--- src/sv/crc16fr_pkg.sv ---
// Shared constants, types and the byte-wide CRC-16/MODBUS step of the frame receiver.
`default_nettype none

package crc16fr_pkg;

	localparam int unsigned MAX_FRAME_BYTES = 256;

	localparam int unsigned PAYLOAD_CAP_INT =
		(MAX_FRAME_BYTES > 10) ? (MAX_FRAME_BYTES - 10) : 0;
	localparam logic [15:0] PAYLOAD_CAP = 16'(PAYLOAD_CAP_INT);

	localparam logic [15:0] CRC_INIT = 16'hFFFF;
	localparam logic [15:0] CRC_POLY = 16'hA001;

	localparam logic [7:0] MAX_PAYLOAD_RST = 8'd246;

	// register indexes (byte address / 4)
	localparam logic [1:0] REG_BEGIN  = 2'd0;
	localparam logic [1:0] REG_END    = 2'd1;
	localparam logic [1:0] REG_MAXPAY = 2'd2;

	// result kinds
	localparam logic KIND_PAYLOAD = 1'b0;
	localparam logic KIND_STATUS  = 1'b1;

	// frame status codes
	localparam logic [1:0] ST_OK      = 2'd0;
	localparam logic [1:0] ST_BAD_CRC = 2'd1;
	localparam logic [1:0] ST_BAD_END = 2'd2;
	localparam logic [1:0] ST_TOO_LONG = 2'd3;

	typedef struct packed {
		logic [15:0] begin_marker;
		logic [15:0] end_marker;
		logic [7:0]  max_payload;
		logic [15:0] begin_crc;   // CRC after both begin marker bytes
	} cfg_t;

	// one byte through the reflected polynomial, bit by bit
	function automatic logic [15:0] crc_byte(input logic [15:0] crc, input logic [7:0] b);
		logic [15:0] c;
		c = crc ^ {8'h00, b};
		for (int k = 0; k < 8; k++) begin
			c = c[0] ? ((c >> 1) ^ CRC_POLY) : (c >> 1);
		end
		return c;
	endfunction

endpackage

`default_nettype wire

--- src/sv/crc16fr_ifs.sv ---
// Handshake interfaces for the received byte stream and the result stream.
`default_nettype none

interface crc16fr_byte_if;
	logic       valid;
	logic       ready;
	logic [7:0] rx_byte;

	modport source (output valid, output rx_byte, input ready);
	modport sink   (input valid, input rx_byte, output ready);
endinterface

interface crc16fr_result_if;
	logic       valid;
	logic       ready;
	logic       result_kind;
	logic [7:0] payload_byte;
	logic [7:0] frame_type;
	logic [7:0] transaction_id;
	logic [7:0] payload_length;
	logic [1:0] frame_status;

	modport source (output valid, output result_kind, output payload_byte,
		output frame_type, output transaction_id, output payload_length,
		output frame_status, input ready);
	modport sink (input valid, input result_kind, input payload_byte,
		input frame_type, input transaction_id, input payload_length,
		input frame_status, output ready);
endinterface

`default_nettype wire

--- src/sv/crc16_framed_packet_receiver_core.sv ---
// Top level: marker-delimited frame receiver with CRC-16/MODBUS check.
// A byte taken into the input register is parsed once the result register can advance,
//   and any result it causes sits in the result register until the sink takes it.
// Throughput: one byte per cycle while the result sink keeps up; the CRC step is a byte-wide unrolled update.
// Reset (arst_n low, asynchronous): hunting with an empty marker window, CRC at
//   0xFFFF, both markers zero, payload limit 246, no result pending.
`default_nettype none

module crc16_framed_packet_receiver_core
	import crc16fr_pkg::*;
(
	input  wire logic         clk,
	input  wire logic         arst_n,
	// received byte requests
	crc16fr_byte_if.sink      rx,
	// payload and status results
	crc16fr_result_if.source  res,
	// APB configuration port
	input  wire logic         psel,
	input  wire logic         penable,
	input  wire logic         pwrite,
	input  wire logic [3:0]   paddr,
	input  wire logic [31:0]  pwdata,
	output logic      [31:0]  prdata,
	output logic              pready
);

	// Register map (byte address):
	//   0x0 begin marker, high byte arrives first
	//   0x4 end marker, checked after the received CRC
	//   0x8 largest payload length; also capped at MAX_FRAME_BYTES - 10
	// Writes to any other address are dropped and read back as zero.
	cfg_t cfg;

	crc16fr_cfg u_cfg (
		.clk     (clk),
		.arst_n  (arst_n),
		.psel    (psel),
		.penable (penable),
		.pwrite  (pwrite),
		.paddr   (paddr),
		.pwdata  (pwdata),
		.prdata  (prdata),
		.pready  (pready),
		.cfg     (cfg)
	);

	// Parser: hold each request in the input register, advance the frame phase,
	// fold the byte into the running CRC, and load a payload byte or the closing
	// status into the result register. A stalled result holds the input stage
	// only while the input register is occupied; otherwise requests keep flowing.
	crc16fr_parse u_parse (
		.clk    (clk),
		.arst_n (arst_n),
		.cfg    (cfg),
		.rx     (rx),
		.res    (res)
	);

endmodule

`default_nettype wire

--- src/sv/crc16fr_cfg.sv ---
// APB register file: markers, payload limit and the precomputed begin-marker CRC.
`default_nettype none

module crc16fr_cfg
	import crc16fr_pkg::*;
(
	input  wire logic        clk,
	input  wire logic        arst_n,
	input  wire logic        psel,
	input  wire logic        penable,
	input  wire logic        pwrite,
	input  wire logic [3:0]  paddr,
	input  wire logic [31:0] pwdata,
	output logic      [31:0] prdata,
	output logic             pready,
	output cfg_t             cfg
);

	logic [15:0] begin_marker_q;
	logic [15:0] end_marker_q;
	logic [7:0]  max_payload_q;
	logic        wr_en;

	assign pready = 1'b1;
	assign wr_en  = psel && penable && pwrite;

	always_ff @(posedge clk or negedge arst_n) begin
		if (!arst_n) begin
			begin_marker_q <= '0;
			end_marker_q   <= '0;
			max_payload_q  <= MAX_PAYLOAD_RST;
		end else if (wr_en) begin
			case (paddr[3:2])
				REG_BEGIN:  begin_marker_q <= pwdata[15:0];
				REG_END:    end_marker_q   <= pwdata[15:0];
				REG_MAXPAY: max_payload_q  <= pwdata[7:0];
				default:    ;
			endcase
		end
	end

	always_comb begin
		case (paddr[3:2])
			REG_BEGIN:  prdata = {16'h0000, begin_marker_q};
			REG_END:    prdata = {16'h0000, end_marker_q};
			REG_MAXPAY: prdata = {24'h000000, max_payload_q};
			default:    prdata = '0;
		endcase
	end

	assign cfg.begin_marker = begin_marker_q;
	assign cfg.end_marker   = end_marker_q;
	assign cfg.max_payload  = max_payload_q;
	// CRC over both begin marker bytes; follows the marker register directly
	assign cfg.begin_crc    = crc_byte(crc_byte(CRC_INIT, begin_marker_q[15:8]),
		begin_marker_q[7:0]);

endmodule

`default_nettype wire

--- src/sv/crc16fr_parse.sv ---
// Input register, frame parser with running CRC, and result register.
`default_nettype none

module crc16fr_parse
	import crc16fr_pkg::*;
(
	input  wire logic         clk,
	input  wire logic         arst_n,
	input  wire cfg_t         cfg,
	crc16fr_byte_if.sink      rx,
	crc16fr_result_if.source  res
);

	typedef enum logic [9:0] {
		PH_HUNT    = 10'b0000000001,
		PH_LEN_HI  = 10'b0000000010,
		PH_LEN_LO  = 10'b0000000100,
		PH_TYPE    = 10'b0000001000,
		PH_TID     = 10'b0000010000,
		PH_PAYLOAD = 10'b0000100000,
		PH_CRC_HI  = 10'b0001000000,
		PH_CRC_LO  = 10'b0010000000,
		PH_END_HI  = 10'b0100000000,
		PH_END_LO  = 10'b1000000000
	} phase_t;

	// input stage
	logic       valid_s1;
	logic [7:0] byte_s1;

	// parser state
	phase_t      phase_q,    phase_d;
	logic [15:0] shift_q,    shift_d;
	logic [1:0]  fill_q,     fill_d;
	logic [7:0]  decl_len_q, decl_len_d;
	logic [7:0]  remain_q,   remain_d;
	logic [7:0]  type_q,     type_d;
	logic [7:0]  tid_q,      tid_d;
	logic [15:0] crc_q,      crc_d;
	logic [15:0] rx_crc_q,   rx_crc_d;
	logic [7:0]  len_hi_q,   len_hi_d;

	// result register
	logic       res_valid_q;
	logic       kind_q;
	logic [7:0] data_q;
	logic [7:0] rtype_q;
	logic [7:0] rtid_q;
	logic [7:0] rlen_q;
	logic [1:0] status_q;

	logic       advance;
	logic       fire;
	logic       emit;
	logic       e_kind;
	logic [7:0] e_data;
	logic [7:0] e_len;
	logic [1:0] e_status;

	logic [15:0] crc_step;
	logic [15:0] hunt_shift;
	logic [1:0]  hunt_fill;
	logic [15:0] len16;
	logic [15:0] limit16;
	logic [15:0] tail;

	assign advance  = !res_valid_q || res.ready;
	assign fire     = valid_s1 && advance;
	assign rx.ready = !valid_s1 || advance;

	always_ff @(posedge clk or negedge arst_n) begin
		if (!arst_n) begin
			valid_s1 <= 1'b0;
		end else if (rx.valid && rx.ready) begin
			valid_s1 <= 1'b1;
		end else if (advance) begin
			valid_s1 <= 1'b0;
		end
	end

	always_ff @(posedge clk) begin
		if (rx.valid && rx.ready) begin
			byte_s1 <= rx.rx_byte;
		end
	end

	assign crc_step   = crc_byte(crc_q, byte_s1);
	assign hunt_shift = {shift_q[7:0], byte_s1};
	assign hunt_fill  = (fill_q < 2'd2) ? (fill_q + 2'd1) : fill_q;
	assign len16      = {len_hi_q, byte_s1};
	assign limit16    = ({8'h00, cfg.max_payload} < PAYLOAD_CAP) ?
		{8'h00, cfg.max_payload} : PAYLOAD_CAP;
	assign tail       = {shift_q[15:8], byte_s1};

	always_comb begin
		phase_d    = phase_q;
		shift_d    = shift_q;
		fill_d     = fill_q;
		decl_len_d = decl_len_q;
		remain_d   = remain_q;
		type_d     = type_q;
		tid_d      = tid_q;
		crc_d      = crc_q;
		rx_crc_d   = rx_crc_q;
		len_hi_d   = len_hi_q;
		emit       = 1'b0;
		e_kind     = KIND_PAYLOAD;
		e_data     = 8'h00;
		e_len      = decl_len_q;
		e_status   = ST_OK;

		if (fire) begin
			case (phase_q)
				PH_HUNT: begin
					shift_d = hunt_shift;
					fill_d  = hunt_fill;
					if (hunt_fill == 2'd2 && hunt_shift == cfg.begin_marker) begin
						crc_d      = cfg.begin_crc;
						type_d     = '0;
						tid_d      = '0;
						decl_len_d = '0;
						phase_d    = PH_LEN_HI;
					end
				end
				PH_LEN_HI: begin
					len_hi_d = byte_s1;
					crc_d    = crc_step;
					phase_d  = PH_LEN_LO;
				end
				PH_LEN_LO: begin
					crc_d = crc_step;
					if (len16 > limit16) begin
						// reject at once, saturate the reported length
						type_d   = '0;
						tid_d    = '0;
						phase_d  = PH_HUNT;
						shift_d  = '0;
						fill_d   = '0;
						emit     = 1'b1;
						e_kind   = KIND_STATUS;
						e_len    = (|len16[15:8]) ? 8'hFF : len16[7:0];
						e_status = ST_TOO_LONG;
					end else begin
						decl_len_d = len16[7:0];
						remain_d   = len16[7:0];
						phase_d    = PH_TYPE;
					end
				end
				PH_TYPE: begin
					type_d  = byte_s1;
					crc_d   = crc_step;
					phase_d = PH_TID;
				end
				PH_TID: begin
					tid_d   = byte_s1;
					crc_d   = crc_step;
					phase_d = (remain_q == 8'd0) ? PH_CRC_HI : PH_PAYLOAD;
				end
				PH_PAYLOAD: begin
					crc_d    = crc_step;
					remain_d = (remain_q > 8'd0) ? (remain_q - 8'd1) : remain_q;
					if (remain_d == 8'd0) begin
						phase_d = PH_CRC_HI;
					end
					emit   = 1'b1;
					e_kind = KIND_PAYLOAD;
					e_data = byte_s1;
				end
				PH_CRC_HI: begin
					rx_crc_d = {byte_s1, 8'h00};
					phase_d  = PH_CRC_LO;
				end
				PH_CRC_LO: begin
					rx_crc_d = {rx_crc_q[15:8], byte_s1};
					phase_d  = PH_END_HI;
				end
				PH_END_HI: begin
					shift_d = {byte_s1, 8'h00};
					phase_d = PH_END_LO;
				end
				PH_END_LO: begin
					emit   = 1'b1;
					e_kind = KIND_STATUS;
					// end marker outranks the CRC check
					if (tail != cfg.end_marker) begin
						e_status = ST_BAD_END;
					end else if (rx_crc_q != crc_q) begin
						e_status = ST_BAD_CRC;
					end else begin
						e_status = ST_OK;
					end
					phase_d = PH_HUNT;
					shift_d = '0;
					fill_d  = '0;
				end
				default: begin
					phase_d = PH_HUNT;
					shift_d = '0;
					fill_d  = '0;
				end
			endcase
		end
	end

	always_ff @(posedge clk or negedge arst_n) begin
		if (!arst_n) begin
			phase_q    <= PH_HUNT;
			shift_q    <= '0;
			fill_q     <= '0;
			decl_len_q <= '0;
			remain_q   <= '0;
			type_q     <= '0;
			tid_q      <= '0;
			crc_q      <= CRC_INIT;
			rx_crc_q   <= '0;
			len_hi_q   <= '0;
		end else begin
			phase_q    <= phase_d;
			shift_q    <= shift_d;
			fill_q     <= fill_d;
			decl_len_q <= decl_len_d;
			remain_q   <= remain_d;
			type_q     <= type_d;
			tid_q      <= tid_d;
			crc_q      <= crc_d;
			rx_crc_q   <= rx_crc_d;
			len_hi_q   <= len_hi_d;
		end
	end

	always_ff @(posedge clk or negedge arst_n) begin
		if (!arst_n) begin
			res_valid_q <= 1'b0;
		end else if (advance) begin
			res_valid_q <= fire && emit;
		end
	end

	always_ff @(posedge clk) begin
		if (fire && emit) begin
			kind_q   <= e_kind;
			data_q   <= e_data;
			rtype_q  <= type_d;
			rtid_q   <= tid_d;
			rlen_q   <= e_len;
			status_q <= e_status;
		end
	end

	assign res.valid          = res_valid_q;
	assign res.result_kind    = kind_q;
	assign res.payload_byte   = data_q;
	assign res.frame_type     = rtype_q;
	assign res.transaction_id = rtid_q;
	assign res.payload_length = rlen_q;
	assign res.frame_status   = status_q;

endmodule

`default_nettype wire

--- src/flat_wrapper.sv ---
// flat-port wrapper written by rule: the top's interface ports become plain ports
module crc16_framed_packet_receiver_core_flat import crc16fr_pkg::*;
  (clk, arst_n, psel, penable, pwrite, paddr, pwdata, prdata, pready, rx_valid, rx_rx_byte, rx_ready, res_valid, res_result_kind, res_payload_byte, res_frame_type, res_transaction_id, res_payload_length, res_frame_status, res_ready);
  crc16fr_byte_if rx_i ();
  crc16fr_result_if res_i ();
  input  wire logic clk;
  input  wire logic arst_n;
  input  wire logic psel;
  input  wire logic penable;
  input  wire logic pwrite;
  input  wire logic [3:0] paddr;
  input  wire logic [31:0] pwdata;
  output logic      [31:0] prdata;
  output logic pready;
  input wire logic [$bits(rx_i.valid)-1:0] rx_valid;
  input wire logic [$bits(rx_i.rx_byte)-1:0] rx_rx_byte;
  output wire logic [$bits(rx_i.ready)-1:0] rx_ready;
  output wire logic [$bits(res_i.valid)-1:0] res_valid;
  output wire logic [$bits(res_i.result_kind)-1:0] res_result_kind;
  output wire logic [$bits(res_i.payload_byte)-1:0] res_payload_byte;
  output wire logic [$bits(res_i.frame_type)-1:0] res_frame_type;
  output wire logic [$bits(res_i.transaction_id)-1:0] res_transaction_id;
  output wire logic [$bits(res_i.payload_length)-1:0] res_payload_length;
  output wire logic [$bits(res_i.frame_status)-1:0] res_frame_status;
  input wire logic [$bits(res_i.ready)-1:0] res_ready;
  assign rx_i.valid = rx_valid;
  assign rx_i.rx_byte = rx_rx_byte;
  assign rx_ready = rx_i.ready;
  assign res_valid = res_i.valid;
  assign res_result_kind = res_i.result_kind;
  assign res_payload_byte = res_i.payload_byte;
  assign res_frame_type = res_i.frame_type;
  assign res_transaction_id = res_i.transaction_id;
  assign res_payload_length = res_i.payload_length;
  assign res_frame_status = res_i.frame_status;
  assign res_i.ready = res_ready;
  crc16_framed_packet_receiver_core u_core (.clk(clk), .arst_n(arst_n), .rx(rx_i), .res(res_i), .psel(psel), .penable(penable), .pwrite(pwrite), .paddr(paddr), .pwdata(pwdata), .prdata(prdata), .pready(pready));
endmodule
--- config.mk ---
export PLATFORM = sky130hd
export DESIGN_NAME = crc16_framed_packet_receiver_core_flat
export DESIGN_NICKNAME = d
export VERILOG_FILES = /design/src/sv/crc16fr_pkg.sv /design/src/sv/crc16fr_ifs.sv /design/src/sv/crc16_framed_packet_receiver_core.sv /design/src/sv/crc16fr_cfg.sv /design/src/sv/crc16fr_parse.sv /design/src/flat_wrapper.sv
export SDC_FILE = /design/constraint.sdc
export NUM_CORES = 1
export LEC_CHECK = 0
export ABC_CLOCK_PERIOD_IN_PS = 5100
export BUFFER_PORTS_ARGS = -buffer_cell sky130_fd_sc_hd__buf_2
export CORE_MARGIN = 2
export CORE_UTILIZATION = 40
export DETAILED_ROUTE_END_ITERATION = 16
export MAX_ROUTING_LAYER = met4
export PLACE_DENSITY_LB_ADDON = 0.1
export SKIP_LAST_GASP = 1
export SLEW_MARGIN = 20
export SYNTH_ARGS = -nofsm -noshare
export SYNTH_HDL_FRONTEND = slang
export SYNTH_HIERARCHICAL = 1
export SYNTH_SLANG_ARGS = --single-unit
--- constraint.sdc ---
create_clock -name clk -period 5.1 [get_ports clk]
set_input_delay 1.02 -clock clk [delete_from_list [all_inputs] [get_ports clk]]
set_output_delay 1.02 -clock clk [all_outputs]
set_load 0.02 [all_outputs]
==> qor.csv <==
metric,value,unit
sum of negative setup slack,0,ns
Peak Freq,256,MHz
M2 GR Usage,34.9,%
syn_area_per_cell,11.6,um2
maximum VDD drop,0.000231,V
Seq cells post-synth,185,
most frequent cell after synthesis,dfrtp_1,
Max transition margin,29.4,%
DRT Pass-1 Iters,7,
grt met3 use,2.89,%
Placement Cell Area,10200,um2
number of synthesized flops with an enable pin,43,
total gr overflow,0,
Clock Latency Late Sink,0.44,ns
Die W,158,um
Tcrit/Tclk final,76.4,%
gr busiest metal,met2,
RR Endpoint,u_core/u_parse/res.payload_length[1]$_DFFE_PP_,
GRT met1 Usage,26.5,%
class of the worst hold path,reg2reg,
Hold Startpoint,u_core/u_parse/tid_q[0]$_DFF_PN0_,
Setup Viol. Count Final,0,
skew final,0.0147,ns
Synth area leaders,"dfrtp_1 (31%), edfxtp_1 (14%), mux2_2 (10%)",
Site Rows,56,
Cells after Synth,822,
initial antenna violation count,0,
"most used cell, CP",a221o_1,
CTS resizes,0,
CP Launch Type,flip-flop,
H-tree depth,4,
Max Cap Viol,0,
Final Critical Period,3.90,ns
die span in y,158,um
crit-path max FO,28,
wire per inst,20.0,um
Mapped Area,9540,um2
critical path class,reg2reg,
Hold Slack,0.497,ns
# diodes,0,
synth cell count leaders,"dfrtp_1 (119), mux2_2 (85), xnor2_1 (69)",
CP endpoint kind,flip-flop,
DRC,0,
CTS Sinks,185,
pin count of the biggest net entering global routing,111,
RSZ-0062 raised after global routing,false,
max incr delay on CP,0.72,ns
WHS Endpoint,u_core/u_parse/tid_q[0]$_DFF_PN0_,
Ports,121,
slowest library cell on the worst path,o21ai_4,
final WL,24.3,mm
sequential area share after synthesis,51.1,%
Synth async-reset ratio,76.8,%
first-pass GRT wire length,38.3,mm
R2R Path Start,u_core/u_cfg/max_payload_q[6]$_DFFE_PN1P_,
layout cell share with drive strength beyond 1,29.0,%
P&R area growth vs syn,13.0,%
"Core Util, Final",45.9,%
Max Slew Vio Count,0,
vias in the first global route,6708,
count of different cell masters after synthesis,73,
die area,25100,um2
CP required,5.26,ns
Vias per Instance,5.38,
effective utilization at floorplan,40.7,%
area share of the largest cell type after synthesis,31.2,%
vias,6537,
final hold vios,0,
Tightest Pin Transition,1.05,ns
R2R cell count,12,
Clock Tree Buf Depth,2,
Post-DRT Antenna Nets,0,
Final Cell Area,10800,um2
status,"complete, no violations",
placed cells,1183,
crit path DAT,4.06,ns
largest area contributor in the netlist,dfrtp_1,
hold path depth,1,
GRT Util Overall,21.0,%
synth warn,6,
Synth Flop Type,dfrtp_1,
Hold Buf Count CTS,0,
iteration-0 DRC count of the detailed router,381,
worst-path cell chain,"inv_1, nor4_1, a21oi_1, ha_1, and3_1, a221o_1, a221o_1, a21oi_2, nand2b_1, and2_1, o21ai_4, buf_4",
Post-Layout Cell Count,1215,
CTS root buf,clkbuf_16,
core area,23500,um2
pre-CTS setup slack,1.16,ns
Placer Congestion,0.804,
P_leak,4.48,nW
clock buffer count from CTS,17,
total chip power,5.81,mW
Fillers,2166,
nets,945,
# Post-CTS Setup Buffers,0,
clock slew at reported path FFs,0.08,ns
post-detail-place hpwl,16.8,mm
"setup slack, reg-to-reg",1.20,ns
CTS tree,yes,
power per cell area,539,nW/um2
port buffer count,85,
fin worst setup slack,1.20,ns
-- placed cells by master (no fill, tap or decap), types with 5 or more instances in the layout --
master,synthesis,final
nand2b_1,6,6
o21ai_0,36,35
clkinv_8,0,7
nand2_1,47,47
buf_4,18,12
nor3_1,10,10
dfrtp_1,119,119
ha_1,11,11
and3_1,10,10
xor2_1,23,23
nor2_1,51,51
buf_2,22,84
a32o_1,16,16
xnor2_1,69,69
and2_1,5,5
inv_1,19,19
mux2_2,85,85
a22oi_1,11,11
nand4_1,13,13
nor4_1,9,9
conb_1,2,17
edfxtp_1,43,43
nand3_1,10,10
clkbuf_16,0,17
dfstp_2,23,23
a21oi_1,23,23
a22o_1,17,17
o21ai_1,6,6
mux2i_1,17,17
-- where the power goes --
part / internal [mW] / switching (mW) / total (mW) / leakage [nW]
clock: 0.673 / 0.686 / 1.36 / 0.299
sequential: 1.91 / 0.393 / 2.31 / 2.16
combinational: 1.08 / 1.07 / 2.14 / 2.02
-- worst max-delay path by stage --
stage                                         startpoint                                          endpoint  slack (ns)  depth (start not counted)
4_1_cts        u_core/u_cfg/max_payload_q[6]$_DFFE_PN1P_  u_core/u_parse/res.frame_status[0]$_SDFFCE_PN0P_        1.15                         12
5_1_grt        u_core/u_cfg/max_payload_q[6]$_DFFE_PN1P_  u_core/u_parse/res.frame_status[0]$_SDFFCE_PN0P_        0.91                         12
6_report       u_core/u_cfg/max_payload_q[6]$_DFFE_PN1P_    u_core/u_parse/res.payload_length[1]$_DFFE_PP_        1.20                         12
3_5_place_dp   u_core/u_cfg/max_payload_q[6]$_DFFE_PN1P_    u_core/u_parse/res.payload_length[5]$_DFFE_PP_        1.16                         12
3_3_place_gp   u_core/u_cfg/max_payload_q[6]$_DFFE_PN1P_    u_core/u_parse/res.payload_length[3]$_DFFE_PP_        1.21                         12
2_1_floorplan  u_core/u_cfg/max_payload_q[5]$_DFFE_PN1P_  u_core/u_parse/res.frame_status[0]$_SDFFCE_PN0P_        0.88                         11
-- cell families (layout without fill, tap and decap cells) --
group                      after synthesis  in the layout  share of synthesized area [%]
xor gates and xnor gates               100            100                           10.0
adders and majority gates               11             11                           1.44
muxes                                  106            106                           12.3
AOI/OAI and AO/OA                      142            142                           10.5
DFF                                    185            185                           51.1
and+or+nand+nor                        187            187                           9.95
other                                    2             17                         0.0787
buffers and inverters                   89            148                           4.67
-- per-layer routing --
layer / share of wire, % / vias to the layer above
met5: 0 / -
met4: 2.4 / 0
met3: 3.3 / 37
met2: 49 / 174
met1: 45 / 3294
li1: - / 3032
-- state kept, by name, indices dropped and copies added, names as in the netlist, 2 cells and up --
register and cells:
u_core/u_parse/res.payload_length 8, u_core/u_parse/shift_q 16, u_core/u_parse/res.frame_status 2, u_core/u_parse/decl_len_q 8, u_core/u_parse/remain_q 8, u_core/u_parse/phase_q 10
u_core/u_parse/rx_crc_q 16, u_core/u_parse/byte_s1 8, u_core/u_parse/crc_q 16, u_core/u_cfg/end_marker_q 16, u_core/u_parse/len_hi_q 8, u_core/u_parse/tid_q 8
u_core/u_parse/res.frame_type 8, u_core/u_cfg/max_payload_q 8, u_core/u_parse/res.payload_byte 8, u_core/u_cfg/begin_marker_q 16, u_core/u_parse/type_q 8, u_core/u_parse/res.transaction_id 8
u_core/u_parse/fill_q 2
-- layout make-up --
class | count | area [um2] | share of cell area [%]
tap | 319 | 399 | 3.70
inverter | 19 | 71.3 | 0.662
clock buffer | 17 | 425 | 3.95
clock inverter | 15 | 196 | 1.82
sequential | 185 | 4870 | 45.2
timing repair buffer | 97 | 524 | 4.86
multi-input combinational | 563 | 4290 | 39.8
-- critical path, delay by kind of cell (launching register included) --
family,cells,cell delay [ns]
buffers and inverters,2,0.34
AO/OA/AOI/OAI,5,1.40
adder cells (fa/ha/maj),1,0.30
flip-flops,1,0.58
AND/OR/NAND/NOR,4,0.97
No activity file was read; power rests on OpenSTA's default activity.
